[src/rtl/prescaled_interval_timer_assert.svh]
// Assertion macros for the interval timer top level.
`ifndef PRESCALED_INTERVAL_TIMER_ASSERT_SVH
`define PRESCALED_INTERVAL_TIMER_ASSERT_SVH

// Same-cycle implication, disabled while reset is held.
`define PIT_ASSERT_NOW(label, clk, rst_n, ante, cons) \
    label: assert property (@(posedge clk) disable iff (!rst_n) (ante) |-> (cons)) \
        else $error("pit: same-cycle check failed");

// Next-cycle implication, disabled while reset is held.
`define PIT_ASSERT_NEXT(label, clk, rst_n, ante, cons) \
    label: assert property (@(posedge clk) disable iff (!rst_n) (ante) |=> (cons)) \
        else $error("pit: next-cycle check failed");

`endif

[src/rtl/pit_pkg.sv]
// Types, codes and helpers for the prescaled interval timer.
`default_nettype none

package pit_pkg;

    localparam int REMAIN_W = 19;
    localparam int BYTE_W   = 8;
    localparam int SEL_W    = 2;
    localparam int SHIFT_W  = 4;

    // Request kinds
    localparam logic OP_START = 1'b0;
    localparam logic OP_TICK  = 1'b1;

    // Prescale select codes
    localparam logic [SEL_W-1:0] SEL_1    = 2'd0;
    localparam logic [SEL_W-1:0] SEL_8    = 2'd1;
    localparam logic [SEL_W-1:0] SEL_64   = 2'd2;
    localparam logic [SEL_W-1:0] SEL_1024 = 2'd3;

    localparam logic [SEL_W-1:0] RESET_SEL = SEL_64;

    // Lowest remaining time still shown after expiry
    localparam logic signed [REMAIN_W-1:0] STOP_LIMIT = -19'sd255;

    typedef struct packed {
        logic              op;
        logic [SEL_W-1:0]  prescale_select;
        logic [BYTE_W-1:0] interval_count;
        logic [BYTE_W-1:0] cycle_count;
    } req_t;

    typedef struct packed {
        logic              running;
        logic              interrupt_flag;
        logic [BYTE_W-1:0] timer_value;
    } rsp_t;

    typedef struct packed {
        logic running;
        logic expired;
        logic flag;
    } status_t;

    function automatic logic [SHIFT_W-1:0] shift_of(input logic [SEL_W-1:0] sel);
        logic [SHIFT_W-1:0] sh;
        unique case (sel)
            SEL_1:    sh = 4'd0;
            SEL_8:    sh = 4'd3;
            SEL_64:   sh = 4'd6;
            SEL_1024: sh = 4'd10;
            default:  sh = 4'd0;
        endcase
        return sh;
    endfunction

endpackage

`default_nettype wire

[src/rtl/pit_core.sv]
// Timer state and next-state logic: one request applied per step.
`default_nettype none

module pit_core
    import pit_pkg::*;
(
    input  wire logic clk,
    input  wire logic rst_n,
    input  wire logic step,
    input  wire req_t req,
    output rsp_t      rsp,
    output status_t   status
);

    logic signed [REMAIN_W-1:0] remain_reg, remain_next;
    logic [SEL_W-1:0]           sel_reg, sel_next;
    logic                       expired_reg, expired_next;
    logic                       running_reg, running_next;
    logic [BYTE_W-1:0]          byte_reg, byte_next;
    logic                       flag_reg, flag_next;

    logic signed [REMAIN_W-1:0] diff;
    logic [REMAIN_W-1:0]        load_time;
    logic [REMAIN_W-1:0]        reload_time;
    logic [REMAIN_W-1:0]        scaled;
    logic                       diff_pos;

    assign diff        = remain_reg - signed'({{(REMAIN_W-BYTE_W){1'b0}}, req.cycle_count});
    assign load_time   = {{(REMAIN_W-BYTE_W){1'b0}}, req.interval_count}
                         << shift_of(req.prescale_select);
    assign reload_time = {{(REMAIN_W-1){1'b0}}, 1'b1} << shift_of(sel_reg);
    assign scaled      = REMAIN_W'(diff) >> shift_of(sel_reg);
    assign diff_pos    = !diff[REMAIN_W-1] && (diff != '0);

    always_comb
    begin
        remain_next  = remain_reg;
        sel_next     = sel_reg;
        expired_next = expired_reg;
        running_next = running_reg;
        byte_next    = byte_reg;
        flag_next    = flag_reg;
        if (req.op == OP_START)
        begin
            sel_next     = req.prescale_select;
            remain_next  = signed'(load_time);
            running_next = 1'b1;
            expired_next = 1'b0;
        end
        else if (running_reg)
        begin
            remain_next = diff;
            if (!expired_reg && diff_pos)
            begin
                byte_next = scaled[BYTE_W-1:0];
            end
            else if (expired_reg)
            begin
                if (diff >= STOP_LIMIT)
                begin
                    byte_next = diff[BYTE_W-1:0];
                end
                else
                begin
                    byte_next    = '0;
                    running_next = 1'b0;
                end
            end
            else
            begin
                // Expire: reload one prescale period and raise the flag
                remain_next  = signed'(reload_time);
                byte_next    = '0;
                flag_next    = 1'b1;
                expired_next = 1'b1;
            end
        end
    end

    always_ff @(posedge clk or negedge rst_n)
    begin
        if (!rst_n)
        begin
            remain_reg  <= '0;
            sel_reg     <= RESET_SEL;
            expired_reg <= 1'b0;
            running_reg <= 1'b0;
            byte_reg    <= '0;
            flag_reg    <= 1'b0;
        end
        else if (step)
        begin
            remain_reg  <= remain_next;
            sel_reg     <= sel_next;
            expired_reg <= expired_next;
            running_reg <= running_next;
            byte_reg    <= byte_next;
            flag_reg    <= flag_next;
        end
    end

    assign rsp.timer_value    = byte_next;
    assign rsp.interrupt_flag = flag_next;
    assign rsp.running        = running_next;

    assign status.running = running_reg;
    assign status.expired = expired_reg;
    assign status.flag    = flag_reg;

endmodule

`default_nettype wire

[src/rtl/prescaled_interval_timer.sv]
// Interval timer with a 1/8/64/1024 prescaler: a start request loads
// prescale * interval, tick requests subtract elapsed clock counts, and each
// request yields one result with the readable timer byte, the sticky interrupt
// flag and the running bit. A request is taken every clock cycle unless the
// master side stalls; its result passes the input register, then the result
// register, before the master side can take it. The single update of the
// timer state between those registers sets the one-request-per-cycle rate.
// The output register lets one new request be taken while a finished result
// still waits on the master side.
`default_nettype none

module prescaled_interval_timer
    import pit_pkg::*;
(
    input  wire logic        clk,
    input  wire logic        rst_n,
    input  wire logic        s_axis_tvalid,
    output logic             s_axis_tready,
    input  wire logic [23:0] s_axis_tdata,  // [1:0] prescale_select, [9:2] interval_count,
                                            // [17:10] cycle_count, [23:18] zero
    input  wire logic        s_axis_tuser,  // [0] op
    output logic             m_axis_tvalid,
    input  wire logic        m_axis_tready,
    output logic [15:0]      m_axis_tdata   // [7:0] timer_value, [8] interrupt_flag,
                                            // [9] running, [15:10] zero
);

`include "prescaled_interval_timer_assert.svh"

    logic    in_valid_reg;
    req_t    req_reg;
    logic    out_valid_reg;
    rsp_t    out_reg;
    logic    advance;
    rsp_t    rsp;
    status_t status;

    assign advance       = in_valid_reg && (!out_valid_reg || m_axis_tready);
    assign s_axis_tready = !in_valid_reg || advance;

    always_ff @(posedge clk or negedge rst_n)
    begin
        if (!rst_n)
        begin
            in_valid_reg <= 1'b0;
        end
        else if (s_axis_tready)
        begin
            in_valid_reg <= s_axis_tvalid;
        end
    end

    always_ff @(posedge clk)
    begin
        if (s_axis_tvalid && s_axis_tready)
        begin
            req_reg.op              <= s_axis_tuser;
            req_reg.prescale_select <= s_axis_tdata[1:0];
            req_reg.interval_count  <= s_axis_tdata[9:2];
            req_reg.cycle_count     <= s_axis_tdata[17:10];
        end
    end

    pit_core u_core (
        .clk    (clk),
        .rst_n  (rst_n),
        .step   (advance),
        .req    (req_reg),
        .rsp    (rsp),
        .status (status)
    );

    always_ff @(posedge clk or negedge rst_n)
    begin
        if (!rst_n)
        begin
            out_valid_reg <= 1'b0;
        end
        else if (advance)
        begin
            out_valid_reg <= 1'b1;
        end
        else if (m_axis_tready)
        begin
            out_valid_reg <= 1'b0;
        end
    end

    always_ff @(posedge clk)
    begin
        if (advance)
        begin
            out_reg <= rsp;
        end
    end

    assign m_axis_tvalid = out_valid_reg;
    assign m_axis_tdata  = {6'b0, out_reg.running, out_reg.interrupt_flag, out_reg.timer_value};

    `PIT_ASSERT_NEXT(a_flag_sticky, clk, rst_n, status.flag, status.flag)
    `PIT_ASSERT_NOW(a_expired_has_flag, clk, rst_n, status.expired, status.flag)
    `PIT_ASSERT_NEXT(a_start_runs, clk, rst_n, advance && (req_reg.op == OP_START),
                     out_reg.running && status.running && !status.expired)

endmodule

`default_nettype wire

[config.mk]
export PLATFORM = sky130hd
export DESIGN_NAME = prescaled_interval_timer
export DESIGN_NICKNAME = d
export VERILOG_FILES = /design/src/rtl/pit_pkg.sv /design/src/rtl/pit_core.sv /design/src/rtl/prescaled_interval_timer.sv
export VERILOG_INCLUDE_DIRS = /design/src /design/src/rtl
export SDC_FILE = /design/constraint.sdc
export NUM_CORES = 1
export LEC_CHECK = 0
export ABC_AREA = 1
export BUFFER_PORTS_ARGS = -buffer_cell sky130_fd_sc_hd__buf_2
export CAP_MARGIN = 20
export CORE_MARGIN = 5
export CORE_UTILIZATION = 45
export CTS_BUF_LIST = sky130_fd_sc_hd__clkbuf_4
export DETAILED_ROUTE_END_ITERATION = 12
export PLACE_DENSITY = 0.63
export SLEW_MARGIN = 10
export SYNTH_ARGS = -nofsm -noshare
export SYNTH_HDL_FRONTEND = slang
export SYNTH_HIERARCHICAL = 1
export SYNTH_SLANG_ARGS = --single-unit
export TNS_END_PERCENT = 5
[constraint.sdc]
create_clock -name clk -period 3.91 [get_ports clk]
set_input_delay 0.782 -clock clk [delete_from_list [all_inputs] [get_ports clk]]
set_output_delay 0.782 -clock clk [all_outputs]
set_load 0.02 [all_outputs]
==> flow_summary.ini <==
[floorplan]
fp-row-count = 35
floorplan.initialDensity = 0.465
core_area_mm2 = 0.00928
die-width_um = 108
ios = 47
die_area_mm2 = 0.0116
die_h_um = 108

[critical_path]
crit_type = flop to flop
critPathMaxStageDelay_ps = 490
reg2reg_depth = 17
cp_data_arrival_time_ps = 3680
required_ps = 4240
path_max_fanout = 20
cp-end-kind = flop
slowest_stage = fa_1
cp_common_cell = nand3_1
worstPathCellList = inv_1 -> ha_1 -> inv_1 -> fa_1 -> nand3_1 -> nand3_2 -> nand2_1 -> nand3_1 -> nand2_1 -> nand3_1 -> nor2_1 -> nand4_4 -> nand2_4 -> nand2_2 -> nand2_1 -> nand3_1 -> a21oi_1
critPathLaunchType = flop

[global_route]
grt_max_degree = 35
grt_antenna_before_repair = 0
track_usage = 0.216
grt_pass1_wl_mm = 19.9
grt.overflow.total = 0
grt_pass1_vias = 4034

[clock_network]
clk_latency_ps = 410
cts_resized = 0
clock-root-buffer = clkbuf_4
clk_pin_slew_ps = 130
cts_hold_buf = 0
clockBufferDepth = 2
cts.sink_count = 63
numCtsBuffers = 9
cts_tree = yes
cts_setup_buffers = 0
htreeDepth = 3

[status]
status = finished clean

[cells_and_area]
fillers = 991
syn_to_final_growth_pct = 9.57
multiInputGateArea_mm2 = 0.00211
final_cell_mix = 152 x nand2_1, 93 x inv_1, 61 x nor2_1, 61 x nand3_1, 34 x buf_2
final_nets = 672
regArea_mm2 = 0.00172
final_layout_size_suffix_gt1_frac = 0.136
final_common_cell = nand2_1
antennaDiodeCount = 0
final_area_mm2 = 0.00473

[min_path]
min_path_type = primary input to async pin

[sta]
setup_tns_ps = 0
setup_viol = 0
finalCritPeriodShare = 0.858
hold_viol_final = 0
layout_setup_ws_ps = 554
slew_headroom = 0.455
max_freq_mhz = 298
skew_ps = 26.3
fin_crit_ps = 3360
report.final.slew_viol_count = 0
rsz0062_at_grt = false
tightest_slew_ps = 818

[logic_synthesis]
synthCells = 600
synth.avg_cell_area_um2 = 7.19
syn_area_mm2 = 0.00431
synth_warnings = 6

[placed_design]
io_buffers = 34
post-place-ws_ps = 592
gp_congestion = 0.997
dpl_cell_area_mm2 = 0.00459
hpwl_mm = 9.02

[route]
wl_per_cell_um = 15.4
drtAntennaViolNets = 0
vias = 4162
postRouteWirelength_mm = 11.8
vias_per_cell = 5.42
drt_iter0_markers = 362
drcViolationCount = 0
first_pass_iters = 7

[power]
pwr_density_cell_mw_per_mm2 = 616
ir_worst_vdd_mv = 0.247
p_leak_uw = 0.00227

[job]
max-cap-violations = 0
## worst paths after layout
| path | startpoint | to | slack (ps) |
|---|---|---|---|
| min in group clk | u_core/flag_reg | u_core/flag_reg | 470 |
| min | rst_n | u_core/remain_reg[16] | 440 |
| max reg2reg | u_core/remain_reg[0] | u_core/remain_reg[3] | 550 |
| max in group asynchronous | rst_n | u_core/remain_reg[0] | 2920 |
| min reg2reg | u_core/flag_reg | u_core/flag_reg | 470 |
| max | u_core/remain_reg[0] | u_core/remain_reg[3] | 550 |
## routing by layer
metal	vias to the layer above	GRT usage	wire (um)
met2	195	0.350	5500
li1	2034	-	-
met1	1914	0.281	5140
met5	-	0	0
met4	0	0.0775	218
met3	19	0.0528	994
## cell type report
cell class                 instances  area share
clock buffer                       9      0.0143
clock inverter                     7      0.0156
inverter                         101      0.0802
multi-input combinational        420       0.447
sequential                        63       0.364
tap                              129      0.0341
timing repair buffer              39      0.0439
## worst max-delay path, delay by kind of cell (launching register included)
kind | cells | cell delay [ps]
adder cells (fa/ha/maj) | 2 | 630
buffers and inverters | 2 | 140
AND/OR/NAND/NOR | 12 | 1930
AO/OA/AOI/OAI | 1 | 180
flip-flops | 1 | 390
## metrics by stage
step                      power, uW   util  hold slack (ps)  instances
final                          2910  0.509              440        768
after detailed placement       2420  0.494              443        752
after global routing           3160  0.509              494        768
after floorplan                2010      -              423        605
after global placement         2400  0.494              433        752
after CTS                      2900  0.509              456        768
## report_power, final
| part | leakage, uW | total [uW] | internal (uW) | switching (uW) |
|---|---|---|---|---|
| clock network | 0.0000759 | 468 | 196 | 272 |
| logic | 0.00153 | 1470 | 486 | 985 |
| registers | 0.000663 | 972 | 860 | 112 |
| total | 0.00227 | 2910 | 1540 | 1370 |
No activity file was read; power rests on OpenSTA's default activity.
